### src/design/newton_square_root_unit_defines.svh
// ----------------------------------------------------------------------------
// newton square root unit assertion macros
// shared concurrent check forms, clocked on clk and quiet while rst_n is low
// ----------------------------------------------------------------------------
`ifndef NEWTON_SQUARE_ROOT_UNIT_DEFINES_SVH
`define NEWTON_SQUARE_ROOT_UNIT_DEFINES_SVH

// consequent must hold in the same cycle as the antecedent
`define NSR_ASSERT_NOW(label, ante, cons) \
  label: assert property (@(posedge clk) disable iff (!rst_n) (ante) |-> (cons)) \
    else $error("nsr same-cycle check failed");

// consequent must hold in the cycle after the antecedent
`define NSR_ASSERT_NEXT(label, ante, cons) \
  label: assert property (@(posedge clk) disable iff (!rst_n) (ante) |=> (cons)) \
    else $error("nsr next-cycle check failed");

`endif

### src/design/nsr_pkg.sv
// ----------------------------------------------------------------------------
// nsr_pkg
// widths, register codes and control structs for the newton square root unit
// ----------------------------------------------------------------------------
`default_nettype none

package nsr_pkg;

  localparam int DATA_WIDTH = 32;
  localparam int FRAC_BITS  = 16;

  // dividend is the radicand shifted up by the fraction bits
  localparam int DIVIDEND_W = DATA_WIDTH + FRAC_BITS;
  // running estimate, one guard bit above the radicand
  localparam int EST_W      = DATA_WIDTH + 1;
  localparam int SEED_W     = DIVIDEND_W + 1;
  localparam int DIV_CNT_W  = $clog2(DIVIDEND_W + 1);

  localparam int ROOT_W     = 25;
  localparam int TOL_W      = 16;
  localparam int ITER_W     = 8;
  localparam int CFG_IDX_W  = 2;
  localparam int CFG_DATA_W = 16;

  localparam logic [CFG_IDX_W-1:0] CFG_TOLERANCE = CFG_IDX_W'(0);
  localparam logic [CFG_IDX_W-1:0] CFG_MAX_ITER  = CFG_IDX_W'(1);

  localparam logic [TOL_W-1:0]  TOL_RESET  = TOL_W'(7);
  localparam logic [ITER_W-1:0] ITER_RESET = ITER_W'(64);

  // 256.0 in q16.16
  localparam logic [ROOT_W-1:0] ROOT_MAX = ROOT_W'(1) << (ROOT_W - 1);

  typedef struct packed {
    logic start;
  } nsr_div_ctl_t;

  typedef struct packed {
    logic busy;
    logic done;
  } nsr_div_sts_t;

endpackage

`default_nettype wire

### src/design/nsr_serial_div.sv
// ----------------------------------------------------------------------------
// nsr_serial_div
// restoring divider, one quotient bit per cycle
// ----------------------------------------------------------------------------
`default_nettype none

module nsr_serial_div
  import nsr_pkg::*;
(
  input  wire logic                  clk,
  input  wire logic                  rst_n,
  input  wire nsr_div_ctl_t          ctl,
  input  wire logic [DIVIDEND_W-1:0] dividend,
  input  wire logic [EST_W-1:0]      divisor,
  output nsr_div_sts_t               sts,
  output logic [DIVIDEND_W-1:0]      quotient
);

  logic                  busy_r;
  logic                  done_r;
  logic [DIV_CNT_W-1:0]  cnt_r;
  logic [EST_W-1:0]      rem_r;
  logic [EST_W-1:0]      dvs_r;
  logic [DIVIDEND_W-1:0] quo_r;

  logic [EST_W:0] trial;
  logic [EST_W:0] trial_sub;
  logic           fits;

  // bring down the next dividend bit and try the subtract
  assign trial     = {rem_r, quo_r[DIVIDEND_W-1]};
  assign trial_sub = trial - {1'b0, dvs_r};
  assign fits      = trial >= {1'b0, dvs_r};

  always_ff @(posedge clk) begin
    if (!rst_n) begin
      busy_r <= 1'b0;
      done_r <= 1'b0;
      cnt_r  <= '0;
    end else begin
      done_r <= 1'b0;
      if (ctl.start) begin
        busy_r <= 1'b1;
        cnt_r  <= DIV_CNT_W'(DIVIDEND_W);
      end else if (busy_r) begin
        cnt_r <= cnt_r - DIV_CNT_W'(1);
        if (cnt_r == DIV_CNT_W'(1)) begin
          busy_r <= 1'b0;
          done_r <= 1'b1;
        end
      end
    end
  end

  // datapath, no reset needed
  always_ff @(posedge clk) begin
    if (ctl.start) begin
      rem_r <= '0;
      quo_r <= dividend;
      dvs_r <= (divisor == '0) ? EST_W'(1) : divisor;
    end else if (busy_r) begin
      rem_r <= fits ? trial_sub[EST_W-1:0] : trial[EST_W-1:0];
      quo_r <= {quo_r[DIVIDEND_W-2:0], fits};
    end
  end

  assign sts.busy = busy_r;
  assign sts.done = done_r;
  assign quotient = quo_r;

endmodule

`default_nettype wire

### src/design/newton_square_root_unit.sv
// ----------------------------------------------------------------------------
// newton_square_root_unit
// q16.16 square root by newton iteration with tolerance and iteration cap
// ----------------------------------------------------------------------------
// One beat in, one beat out. The root starts from 1.0; the first step is
// taken without a divide (x/1.0 is x itself) and without a convergence test.
// Each later step divides (x << 16) by the estimate in a bit-serial restoring
// divider, one quotient bit per cycle; a step is a launch, the divide, and
// then the sum and the check. The number of tested steps runs from 1 to
// max_iterations, and a cap of zero counts as one; a zero radicand skips
// the steps. The divider sets the rate. A new beat
// is taken only once the previous one has been written to the output
// register, which holds its result until the sink takes it.
// The result saturates at 256.0 and limit_hit flags that the cap stopped the
// loop before the change fell within tolerance.
// ----------------------------------------------------------------------------
`default_nettype none

`include "newton_square_root_unit_defines.svh"

module newton_square_root_unit
  import nsr_pkg::*;
(
  input  wire logic                  clk,
  input  wire logic                  rst_n,
  // configuration writes
  input  wire logic                  cfg_wr_en,
  input  wire logic [CFG_IDX_W-1:0]  cfg_index,
  input  wire logic [CFG_DATA_W-1:0] cfg_wdata,
  // radicand beats
  input  wire logic                  in_valid,
  output logic                       in_stall,
  input  wire logic [DATA_WIDTH-1:0] in_radicand,
  // root beats
  output logic                       out_valid,
  input  wire logic                  out_stall,
  output logic [ROOT_W-1:0]          out_root,
  output logic                       out_limit_hit
);

  typedef enum logic [2:0] {
    ST_IDLE,
    ST_START,
    ST_DIV,
    ST_CHECK,
    ST_FINISH
  } state_t;

  state_t              state_r;
  logic [DATA_WIDTH-1:0] x_r;
  logic [EST_W-1:0]    est_r;
  logic [EST_W-1:0]    new_r;
  logic [ITER_W-1:0]   iter_cnt_r;
  logic                conv_r;
  logic [TOL_W-1:0]    tol_r;
  logic [ITER_W-1:0]   max_iter_r;
  logic                out_valid_r;
  logic [ROOT_W-1:0]   out_root_r;
  logic                out_limit_hit_r;

  nsr_div_ctl_t          div_ctl;
  nsr_div_sts_t          div_sts;
  logic [DIVIDEND_W-1:0] quotient;

  logic                  in_beat;
  logic                  out_free;
  logic [ITER_W-1:0]     cap;
  logic [ITER_W-1:0]     iter_cnt_nxt;
  logic [SEED_W-1:0]     seed_sum;
  logic [EST_W-1:0]      seed;
  logic [DIVIDEND_W:0]   step_sum;
  logic [EST_W-1:0]      new_nxt;
  logic [EST_W-1:0]      delta;
  logic                  close;
  logic [ROOT_W-1:0]     root_sat;

  // ---------------------------------------------------------------- config
  always_ff @(posedge clk) begin
    if (!rst_n) begin
      tol_r      <= TOL_RESET;
      max_iter_r <= ITER_RESET;
    end else if (cfg_wr_en) begin
      unique case (cfg_index)
        CFG_TOLERANCE: tol_r      <= cfg_wdata[TOL_W-1:0];
        CFG_MAX_ITER:  max_iter_r <= cfg_wdata[ITER_W-1:0];
        default: ;
      endcase
    end
  end

  // a cap of zero behaves as one
  assign cap = (max_iter_r == '0) ? ITER_W'(1) : max_iter_r;

  // ------------------------------------------------------------- datapath
  // first step from 1.0: (x + 1.0) / 2, no divide needed
  assign seed_sum = SEED_W'(in_radicand) + (SEED_W'(1) << FRAC_BITS);
  assign seed     = EST_W'(seed_sum >> 1);

  // newton update (q + r) / 2, truncating
  assign step_sum = {1'b0, quotient} + (DIVIDEND_W + 1)'(est_r);
  assign new_nxt  = EST_W'(step_sum >> 1);

  // change between estimates against the tolerance
  assign delta = (new_r >= est_r) ? (new_r - est_r) : (est_r - new_r);
  assign close = delta <= EST_W'(tol_r);

  assign iter_cnt_nxt = iter_cnt_r + ITER_W'(1);

  // clamp to 256.0
  assign root_sat = (est_r > EST_W'(ROOT_MAX)) ? ROOT_MAX : est_r[ROOT_W-1:0];

  // one divide per tested step
  assign div_ctl.start = (state_r == ST_START);

  nsr_serial_div u_div (
    .clk      (clk),
    .rst_n    (rst_n),
    .ctl      (div_ctl),
    .dividend ({x_r, FRAC_BITS'(0)}),
    .divisor  (est_r),
    .sts      (div_sts),
    .quotient (quotient)
  );

  // ------------------------------------------------------------ handshake
  assign in_stall = (state_r != ST_IDLE);
  assign in_beat  = in_valid && !in_stall;
  assign out_free = !out_valid_r || !out_stall;

  // ------------------------------------------------------------ sequencer
  always_ff @(posedge clk) begin
    if (!rst_n) begin
      state_r     <= ST_IDLE;
      out_valid_r <= 1'b0;
    end else begin
      // finish reloads the output register itself
      if (out_valid_r && !out_stall && (state_r != ST_FINISH)) begin
        out_valid_r <= 1'b0;
      end
      unique case (state_r)
        ST_IDLE: begin
          if (in_beat) begin
            x_r        <= in_radicand;
            iter_cnt_r <= '0;
            if (in_radicand == '0) begin
              // zero radicand: root zero, counts as converged
              est_r   <= '0;
              conv_r  <= 1'b1;
              state_r <= ST_FINISH;
            end else begin
              est_r   <= seed;
              conv_r  <= 1'b0;
              state_r <= ST_START;
            end
          end
        end
        ST_START: begin
          state_r <= ST_DIV;
        end
        ST_DIV: begin
          if (div_sts.done) begin
            new_r   <= new_nxt;
            state_r <= ST_CHECK;
          end
        end
        ST_CHECK: begin
          est_r      <= new_r;
          iter_cnt_r <= iter_cnt_nxt;
          conv_r     <= close;
          if (close || (iter_cnt_nxt == cap)) begin
            state_r <= ST_FINISH;
          end else begin
            state_r <= ST_START;
          end
        end
        ST_FINISH: begin
          if (out_free) begin
            out_valid_r     <= 1'b1;
            out_root_r      <= root_sat;
            out_limit_hit_r <= !conv_r;
            state_r         <= ST_IDLE;
          end
        end
        default: begin
          state_r <= ST_IDLE;
        end
      endcase
    end
  end

  assign out_valid     = out_valid_r;
  assign out_root      = out_root_r;
  assign out_limit_hit = out_limit_hit_r;

  // ----------------------------------------------------------- assertions
  `NSR_ASSERT_NEXT(a_beat_leaves_idle, in_beat, state_r != ST_IDLE)
  `NSR_ASSERT_NOW(a_div_done_in_div, div_sts.done, state_r == ST_DIV)
  `NSR_ASSERT_NOW(a_div_busy_in_div, div_sts.busy, state_r == ST_DIV)
  `NSR_ASSERT_NOW(a_iter_below_cap, state_r == ST_DIV, iter_cnt_r < cap)
  `NSR_ASSERT_NOW(a_limit_root_nonzero, out_valid_r && out_limit_hit_r, out_root_r != '0)

endmodule

`default_nettype wire
### config.mk
export PLATFORM = sky130hd
export DESIGN_NAME = newton_square_root_unit
export DESIGN_NICKNAME = d
export VERILOG_FILES = /design/src/design/nsr_pkg.sv /design/src/design/nsr_serial_div.sv /design/src/design/newton_square_root_unit.sv
export VERILOG_INCLUDE_DIRS = /design/src /design/src/design
export SDC_FILE = /design/constraint.sdc
export NUM_CORES = 1
export LEC_CHECK = 0
export ABC_AREA = 0
export CORE_MARGIN = 2
export CORE_UTILIZATION = 45
export DETAILED_ROUTE_END_ITERATION = 8
export DONT_BUFFER_PORTS = 1
export HOLD_SLACK_MARGIN = 0.12
export PLACE_DENSITY = 0.66
export SLEW_MARGIN = 20
export SYNTH_ARGS = -nofsm -noshare
export SYNTH_HDL_FRONTEND = slang
export SYNTH_SLANG_ARGS = --single-unit
### constraint.sdc
create_clock -name clk -period 7.29 [get_ports clk]
set_input_delay 1.0935 -clock clk [delete_from_list [all_inputs] [get_ports clk]]
set_output_delay 1.0935 -clock clk [all_outputs]
set_load 0.005 [all_outputs]
* Yosys cells after proc, flatten, opt, wreduce, memory -nomap -nowiden
Index checks and enable logic that the tools add are counted.
** Operators by class
- Equality and inequality tests :: 11
- Add/sub/neg operators :: 7
- Mux-type cells :: 28
- Magnitude comparators :: 4
- Reduce and logical (&&, ||, !) cells :: 26
- Bitwise operators :: 2
** Operator list (count)
- $mux 33 :: 3
- $sub 33x33->33 :: 3
- $mux 48 :: 2
- $pmux 33 s2 :: 1
- $add 34x33->34 :: 1
- $ge 34x33->1 :: 1
- $add 32x17->33 const B :: 1
- $ge 33x33->1 :: 1
- $gt 33x25->1 const B :: 1
- $le 33x16->1 :: 1
- $logic_not 33->1 :: 1
- $logic_not 32->1 :: 1
- $mux 32 :: 1
- $mux 8 :: 2
- $pmux 8 s2 :: 1
- $mux 3 :: 5
- $pmux 3 s5 :: 1
- $reduce_and 3->1 :: 5
- $mux 6 :: 2
- $mux 1 :: 9
- $add 8x1->8 const B :: 1
- $eq 8x8->1 :: 1
- $logic_not 8->1 :: 1
- $eq 3x2->1 const B :: 2
- other kinds (20) :: 30
** Storage, ports and cells
- Bits in registers :: 283
- Word-level logic and storage cells :: 97
- Input bits :: 55

* Logic depth before layout (Yosys ltp)
- Depth in word-level cells :: 6
- Gate-level depth with buffers :: 27
- Gate-level depth less buffers :: 22

* By module
Synthesis repeated with hierarchy kept, for this count alone.
** Unflattened totals
- Cells, all modules :: 1976
- Area total of the unflattened synthesis :: 18960.7 µm²
** By module, submodules not included
- newton_square_root_unit :: sequential area each 4554.4 µm², times used 1, area an instance 11912.7 µm², cells an instance 1299
- nsr_serial_div :: sequential area each 3253.1 µm², times used 1, area an instance 7048.0 µm², cells an instance 677

* Least setup slack after synthesis
No wires, ideal clock.
- Path kind :: reg2reg
- From :: reg est_r[1]
- To :: reg conv_r (data pin)
- Path slack :: 1.897 ns
- Path buffers :: 4
- Arrival :: 5.262 ns
- Clock period less this slack :: 5.393 ns
- Stages on the path, launching flop included :: 25
- Path through :: edfxtp_1 inv_1 ha_1 nor2b_1 o2111ai_1 a211o_1 a21bo_2 o211ai_4 buf_6 buf_4 clkbuf_1 buf_2 mux2i_1 xnor2_1 ha_1 a21o_1 a21o_1 a211oi_1 o21ai_0 a21oi_1 a31o_2 o311ai_0 or4_1 nor4_2 mux2_2
** On the way
- Cells in the longest elaborated chain, start to end :: 4
** Ends and longest elaborated chain
- from (decl) :: RTL line newton_square_root_unit.sv:51 : logic [EST_W-1:0] est_r;
- from (signal assigned) :: RTL line newton_square_root_unit.sv:167 : est_r <= new_r;
- $sub 33x33->33 or $ge 33x33->1 (tied branches) :: RTL line newton_square_root_unit.sv:104 : assign delta = (new_r >= est_r) ? (new_r - est_r) : (est_r - new_r);
- $mux 33 * :: RTL line newton_square_root_unit.sv:104
- $le 33x16->1 * :: RTL line newton_square_root_unit.sv:105 : assign close = delta <= EST_W'(tol_r);
- $pmux 1 s2 * :: RTL line newton_square_root_unit.sv:140 : unique case (state_r)
- to (signal assigned) :: RTL line newton_square_root_unit.sv:169 : conv_r <= close;
- to (decl) :: RTL line newton_square_root_unit.sv:54 : logic conv_r;
Every way passes the cells marked *; elsewhere a longest branch is shown, timed or not.
A chain may end at the register's enable or synchronous reset.

* Final worst setup path
Same ends and word-level chain as after synthesis.

==> report_table.html <==
<table>
<tr><th>Metric</th><th>Value</th></tr>
<tr><th colspan="2">Status</th></tr>
<tr><td>Outcome</td><td>finished clean</td></tr>
<tr><th colspan="2">Layout</th></tr>
<tr><td>Final std cells w/o fill</td><td>approximately 2.6k</td></tr>
<tr><td>Top library cells by usage in the layout, fill and taps aside</td><td>nand2_1 (215), edfxtp_1 (198), a21oi_1 (166)</td></tr>
<tr><td>Register Area</td><td>roughly 7700 um^2</td></tr>
<tr><td>Number of inserted filler cells in the final layout</td><td>roughly 4.0k</td></tr>
<tr><td>Leading cell type in the layout, fill and taps excluded</td><td>nand2_1</td></tr>
<tr><td>Layout cells sized above 1</td><td>under 10%</td></tr>
<tr><td>Post-Layout Inst Area</td><td>~20000 um^2</td></tr>
<tr><td>Area taken by multi-input logic gates</td><td>about 10000 um^2</td></tr>
<tr><td>Ant. Diodes</td><td>0</td></tr>
<tr><td>Layout overhead on the synthesized area</td><td>7.37%</td></tr>
<tr><td>Nets</td><td>around 2.2k</td></tr>
<tr><th colspan="2">Routing</th></tr>
<tr><td>Residual DRC count</td><td>0</td></tr>
<tr><td>Starting DRC count in detailed routing</td><td>approximately 1.2k</td></tr>
<tr><td>DRT Pass-1 Iters</td><td>5</td></tr>
<tr><td>Detailed-route wire length</td><td>between 50000 and 60000 um</td></tr>
<tr><td>Via count normalized by instance count</td><td>5.81</td></tr>
<tr><td>Average wire length per cell after detail routing</td><td>~21 um</td></tr>
<tr><td>Vias after detailed routing</td><td>roughly 15k</td></tr>
<tr><td>Post-route ant nets</td><td>0</td></tr>
<tr><th colspan="2">Critical path</th></tr>
<tr><td>Largest fanout on the critical path</td><td>35</td></tr>
<tr><td>Worst Path Required</td><td>~7.7 ns</td></tr>
<tr><td>Kind of launch point of the worst setup path</td><td>flop</td></tr>
<tr><td>Largest stage delay on the critical path</td><td>roughly 0.54 ns</td></tr>
<tr><td>Crit path DAT</td><td>6.11 ns</td></tr>
<tr><td>Setup slack of the worst register-to-register path</td><td>between 1.5 and 2 ns</td></tr>
<tr><td>Gate family responsible for the most delay along the worst path</td><td>compound AO/OA/AOI/OAI gates</td></tr>
<tr><td>Type of element capturing the critical path</td><td>flop</td></tr>
<tr><td>Cell repeated most along the worst path</td><td>o21ai_0</td></tr>
<tr><td>Endpoint of the most critical register-to-register path</td><td>conv_r$_DFFE_PP_</td></tr>
<tr><td>Length in cells of the worst reg-to-reg path</td><td>22</td></tr>
<tr><td>Worst Path Buf+Inv</td><td>2</td></tr>
<tr><td>Cells traversed along the worst timing path</td><td>inv_1 &gt; ha_1 &gt; nor2b_1 &gt; o2111ai_1 &gt; a211o_1 &gt; a21bo_2 &gt; o211ai_4 &gt; buf_4 &gt; o211ai_1 &gt; o21ai_0 &gt; o21ai_0 &gt; xor2_1 &gt; ha_1 &gt; a21o_1 &gt; a21oi_1 &gt; o21ai_0 &gt; a21oi_1 &gt; a31o_2 &gt; o311ai_0 &gt; or4_1 &gt; nor4_2 &gt; mux2_2</td></tr>
<tr><td>R2r startpoint</td><td>est_r[1]$_DFFE_PP_</td></tr>
<tr><td>Setup CP Type</td><td>flop to flop</td></tr>
<tr><td>CP max stage cell</td><td>edfxtp_1</td></tr>
<tr><th colspan="2">Clocking</th></tr>
<tr><td>CTS Buf Count</td><td>34</td></tr>
<tr><td>Postcts setup bufs</td><td>0</td></tr>
<tr><td>Clock tree from TritonCTS</td><td>yes</td></tr>
<tr><td>Clk slew on worst S/H paths</td><td>approximately 0.060 ns</td></tr>
<tr><td>Depth of the CTS H-tree</td><td>2</td></tr>
<tr><td>Clock root buffer</td><td>clkbuf_16</td></tr>
<tr><td>Buffer depth of the longest clock path</td><td>3</td></tr>
<tr><td>Clk sinks</td><td>between 200 and 300</td></tr>
<tr><td>Clock latency of the later-clocked register in the worst-skew pair</td><td>0.56 ns</td></tr>
<tr><td>Post-CTS Hold Fix Bufs</td><td>0</td></tr>
<tr><td>Count of cells resized by post-cts repair</td><td>0</td></tr>
<tr><th colspan="2">Worst hold path</th></tr>
<tr><td>Path class of the lowest-slack min-delay path</td><td>flop to flop</td></tr>
<tr><td>Hold Crit Start</td><td>tol_r[6]$_SDFFE_PN0P_</td></tr>
<tr><td>Instance count along the most critical hold path</td><td>2</td></tr>
<tr><td>Hold worst-path end</td><td>tol_r[6]$_SDFFE_PN0P_</td></tr>
<tr><th colspan="2">Global routing</th></tr>
<tr><td>Tot GR Track Use</td><td>roughly a quarter</td></tr>
<tr><td>Maximum number of pins on one net before global-route repair</td><td>71</td></tr>
<tr><td>Number of global-route vias before repair</td><td>between 10k and 15k</td></tr>
<tr><td>Wire length of the first global-routing pass</td><td>82100 um</td></tr>
<tr><td>Global route total overflow</td><td>0</td></tr>
<tr><td>Antenna violations before repair</td><td>2</td></tr>
<tr><th colspan="2">Power and ir drop</th></tr>
<tr><td>Pwr per Cell Area</td><td>279 nW/um^2</td></tr>
<tr><td>P_leak</td><td>about 8.1 nW</td></tr>
<tr><td>Worst-case vdd ir drop</td><td>~0.16 mV</td></tr>
<tr><td>Overall power of the completed layout</td><td>approximately 5.6 mW</td></tr>
<tr><th colspan="2">Placed design</th></tr>
<tr><td>Post-DP Area</td><td>~19000 um^2</td></tr>
<tr><td>Placed Cells</td><td>2500</td></tr>
<tr><td>Post-detail-place hpwl</td><td>just over 40000 um</td></tr>
<tr><td>Number of port buffers</td><td>0</td></tr>
<tr><td>Final estimated routing congestion in global placement</td><td>between 0.9 and 1</td></tr>
<tr><th colspan="2">Synth</th></tr>
<tr><td>Post-synthesis async set-or-reset flop share</td><td>0%</td></tr>
<tr><td>Number of flops mapped to enable cells by yosys</td><td>198</td></tr>
<tr><td>Mapped Area</td><td>18900 um^2</td></tr>
<tr><td>Post-synthesis sequential area ratio</td><td>roughly two fifths</td></tr>
<tr><td>Post-Synthesis Net Count</td><td>around 2.3k</td></tr>
<tr><td>#FFs+latches synth</td><td>283</td></tr>
<tr><td>Most common flop cell mapped by yosys</td><td>edfxtp_1</td></tr>
<tr><td>Gate count after technology mapping</td><td>2068</td></tr>
<tr><td>Synthesized area per cell</td><td>just over 9 um^2</td></tr>
<tr><td>Yosys synthesis warning count</td><td>0</td></tr>
<tr><td>Netlist cell types</td><td>86</td></tr>
<tr><th colspan="2">Floorplanning</th></tr>
<tr><td>Number of placement rows</td><td>75</td></tr>
<tr><td>Initial core utilization</td><td>45.3%</td></tr>
<tr><td>Count of boundary I/O pins</td><td>just over 80</td></tr>
<tr><td>Floorplan Core Area</td><td>~42000 um^2</td></tr>
<tr><td>Die boundary width</td><td>around 210 um</td></tr>
<tr><td>Total die area</td><td>43600 um^2</td></tr>
<tr><td>Die outline height</td><td>about 210 um</td></tr>
<tr><th colspan="2">STA</th></tr>
<tr><td>Max-Slew Margin vs Limit</td><td>about 36%</td></tr>
<tr><td>Worst-case clock skew</td><td>about 0.037 ns</td></tr>
<tr><td>Upper clock frequency limit</td><td>about 0.18 GHz</td></tr>
<tr><td>Slew @ Worst Pin</td><td>between 0.9 and 1 ns</td></tr>
<tr><td>Setup repair after global routing missed its margin</td><td>no</td></tr>
<tr><td>Post-route setup TNS</td><td>0 ns</td></tr>
<tr><td>Tmin final</td><td>5.68 ns</td></tr>
<tr><td>Count of pins over their slew limit</td><td>0</td></tr>
<tr><td>Setup-violating endpoint count in the final report</td><td>0</td></tr>
<tr><td>Final hold vios</td><td>0</td></tr>
<tr><td>Post-route clock period utilization</td><td>between 70% and 80%</td></tr>
<tr><th colspan="2">Run</th></tr>
<tr><td>Number of maximum-capacitance constraint violations</td><td>0</td></tr>
</table>
==> state kept, by name, summed over array words and instances, names as in the netlist <==
register        count
u_div.dvs_r        33
est_r              33
x_r                32
max_iter_r          8
iter_cnt_r          8
u_div.quotient     48
u_div.rem_r        33
u_div.done_r        1
out_limit_hit       1
tol_r              16
u_div.cnt_r         6
state_r             3
conv_r              1
new_r              33
out_valid           1
out_root           25
u_div.busy_r        1
==> cell usage after synthesis (9+ instances only) <==
| library cell | count | share of area (%) |
|---|---|---|
| a21boi_0 | 21 | 0.84 |
| nand3_1 | 43 | 1.1 |
| o21ai_1 | 12 | 0.32 |
| a21oi_1 | 166 | 4.4 |
| nand4_1 | 24 | 0.80 |
| o211ai_1 | 15 | 0.60 |
| xnor2_1 | 65 | 3.0 |
| o21a_1 | 17 | 0.68 |
| and3_1 | 13 | 0.43 |
| a31oi_1 | 14 | 0.46 |
| nand2b_1 | 15 | 0.50 |
| dfxtp_1 | 85 | 9.0 |
| or3_1 | 9 | 0.30 |
| o21bai_1 | 11 | 0.44 |
| ha_1 | 151 | 10 |
| inv_1 | 156 | 3.1 |
| clkbuf_1 | 82 | 1.6 |
| nor3_1 | 32 | 0.85 |
| a211oi_1 | 29 | 1.2 |
| and2_1 | 32 | 1.1 |
| buf_2 | 16 | 0.42 |
| edfxtp_1 | 198 | 32 |
| nor2b_1 | 23 | 0.76 |
| o21ai_0 | 137 | 3.6 |
| xor2_1 | 48 | 2.2 |
| buf_4 | 17 | 0.68 |
| a21o_1 | 62 | 2.5 |
| nand2_1 | 215 | 4.3 |
| nor2_1 | 153 | 3.0 |
| or2_2 | 10 | 0.33 |
| mux2i_1 | 46 | 2.4 |
| nor4_1 | 23 | 0.76 |
==> cells by family (layout without fill, tap and decap cells) <==
kind of cell,count (synthesis),count (layout),synth area share (%)
flip-flops,283,283,40.5
AND/OR/NAND/NOR,630,630,16.1
multiplexers,50,50,2.68
XOR/XNOR,115,115,5.42
adder cells (fa/ha/maj),155,155,10.4
buffers and inverters,275,230,6.03
AO/OA/AOI/OAI,560,560,18.8
==> worst register-to-register path, stage by stage (launching register included) <==
cell	delay, ns
edfxtp_1	0.54
inv_1	0.18
ha_1	0.36
nor2b_1	0.14
o2111ai_1	0.14
a211o_1	0.35
a21bo_2	0.27
o211ai_4	0.50
buf_4	0.49
o211ai_1	0.16
o21ai_0	0.09
o21ai_0	0.12
xor2_1	0.16
ha_1	0.20
a21o_1	0.18
a21oi_1	0.15
o21ai_0	0.10
a21oi_1	0.12
a31o_2	0.16
o311ai_0	0.13
or4_1	0.54
nor4_2	0.27
mux2_2	0.20
==> layer usage <==
metal	track usage, %	up-vias	wire length (um)
met5	0	-	13
met4	7.19	2	1320
met3	3.43	84	3390
met2	39.5	474	24300
met1	33.1	7102	23900
li1	-	7219	-
==> area by class of cell <==
class | instances | area share, %
Clock buffer | 44 | 4.48
Clock inverter | 18 | 1.16
Inverter | 156 | 2.90
Multi-Input combinational cell | 1510 | 49.9
Sequential cell | 283 | 37.8
Tap cell | 539 | 3.33
Timing Repair Buffer | 12 | 0.445
==> where the power goes <==
group / leakage [nW] / switching [mW] / internal, mW
combinational: 5.01 / 1.06 / 0.727
sequential: 2.54 / 0.163 / 1.93
clock: 0.558 / 0.697 / 1.06
==> stage by stage <==
stage	hold slack [ns]	utilization [%]	worst slack, ns
after detailed placement	0.460	45.9	1.63
final	0.463	48.6	1.61
after global routing	0.494	48.6	1.16
after floorplan	0.443	-	1.90
after global placement	0.451	45.9	1.70
after CTS	0.467	48.6	1.60
==> worst max-delay path by stage <==
stage / startpoint / endpoint / slack, ns / cells after the start
final: est_r[1]$_DFFE_PP_ / conv_r$_DFFE_PP_ / 1.61 / 22
after global routing: est_r[3]$_DFFE_PP_ / conv_r$_DFFE_PP_ / 1.16 / 22
after CTS: est_r[1]$_DFFE_PP_ / conv_r$_DFFE_PP_ / 1.60 / 22
after detailed placement: est_r[1]$_DFFE_PP_ / conv_r$_DFFE_PP_ / 1.63 / 22
after global placement: est_r[4]$_DFFE_PP_ / conv_r$_DFFE_PP_ / 1.70 / 21
after floorplan: est_r[1]$_DFFE_PP_ / conv_r$_DFFE_PP_ / 1.90 / 24
Power figures use the tool's default switching activity.
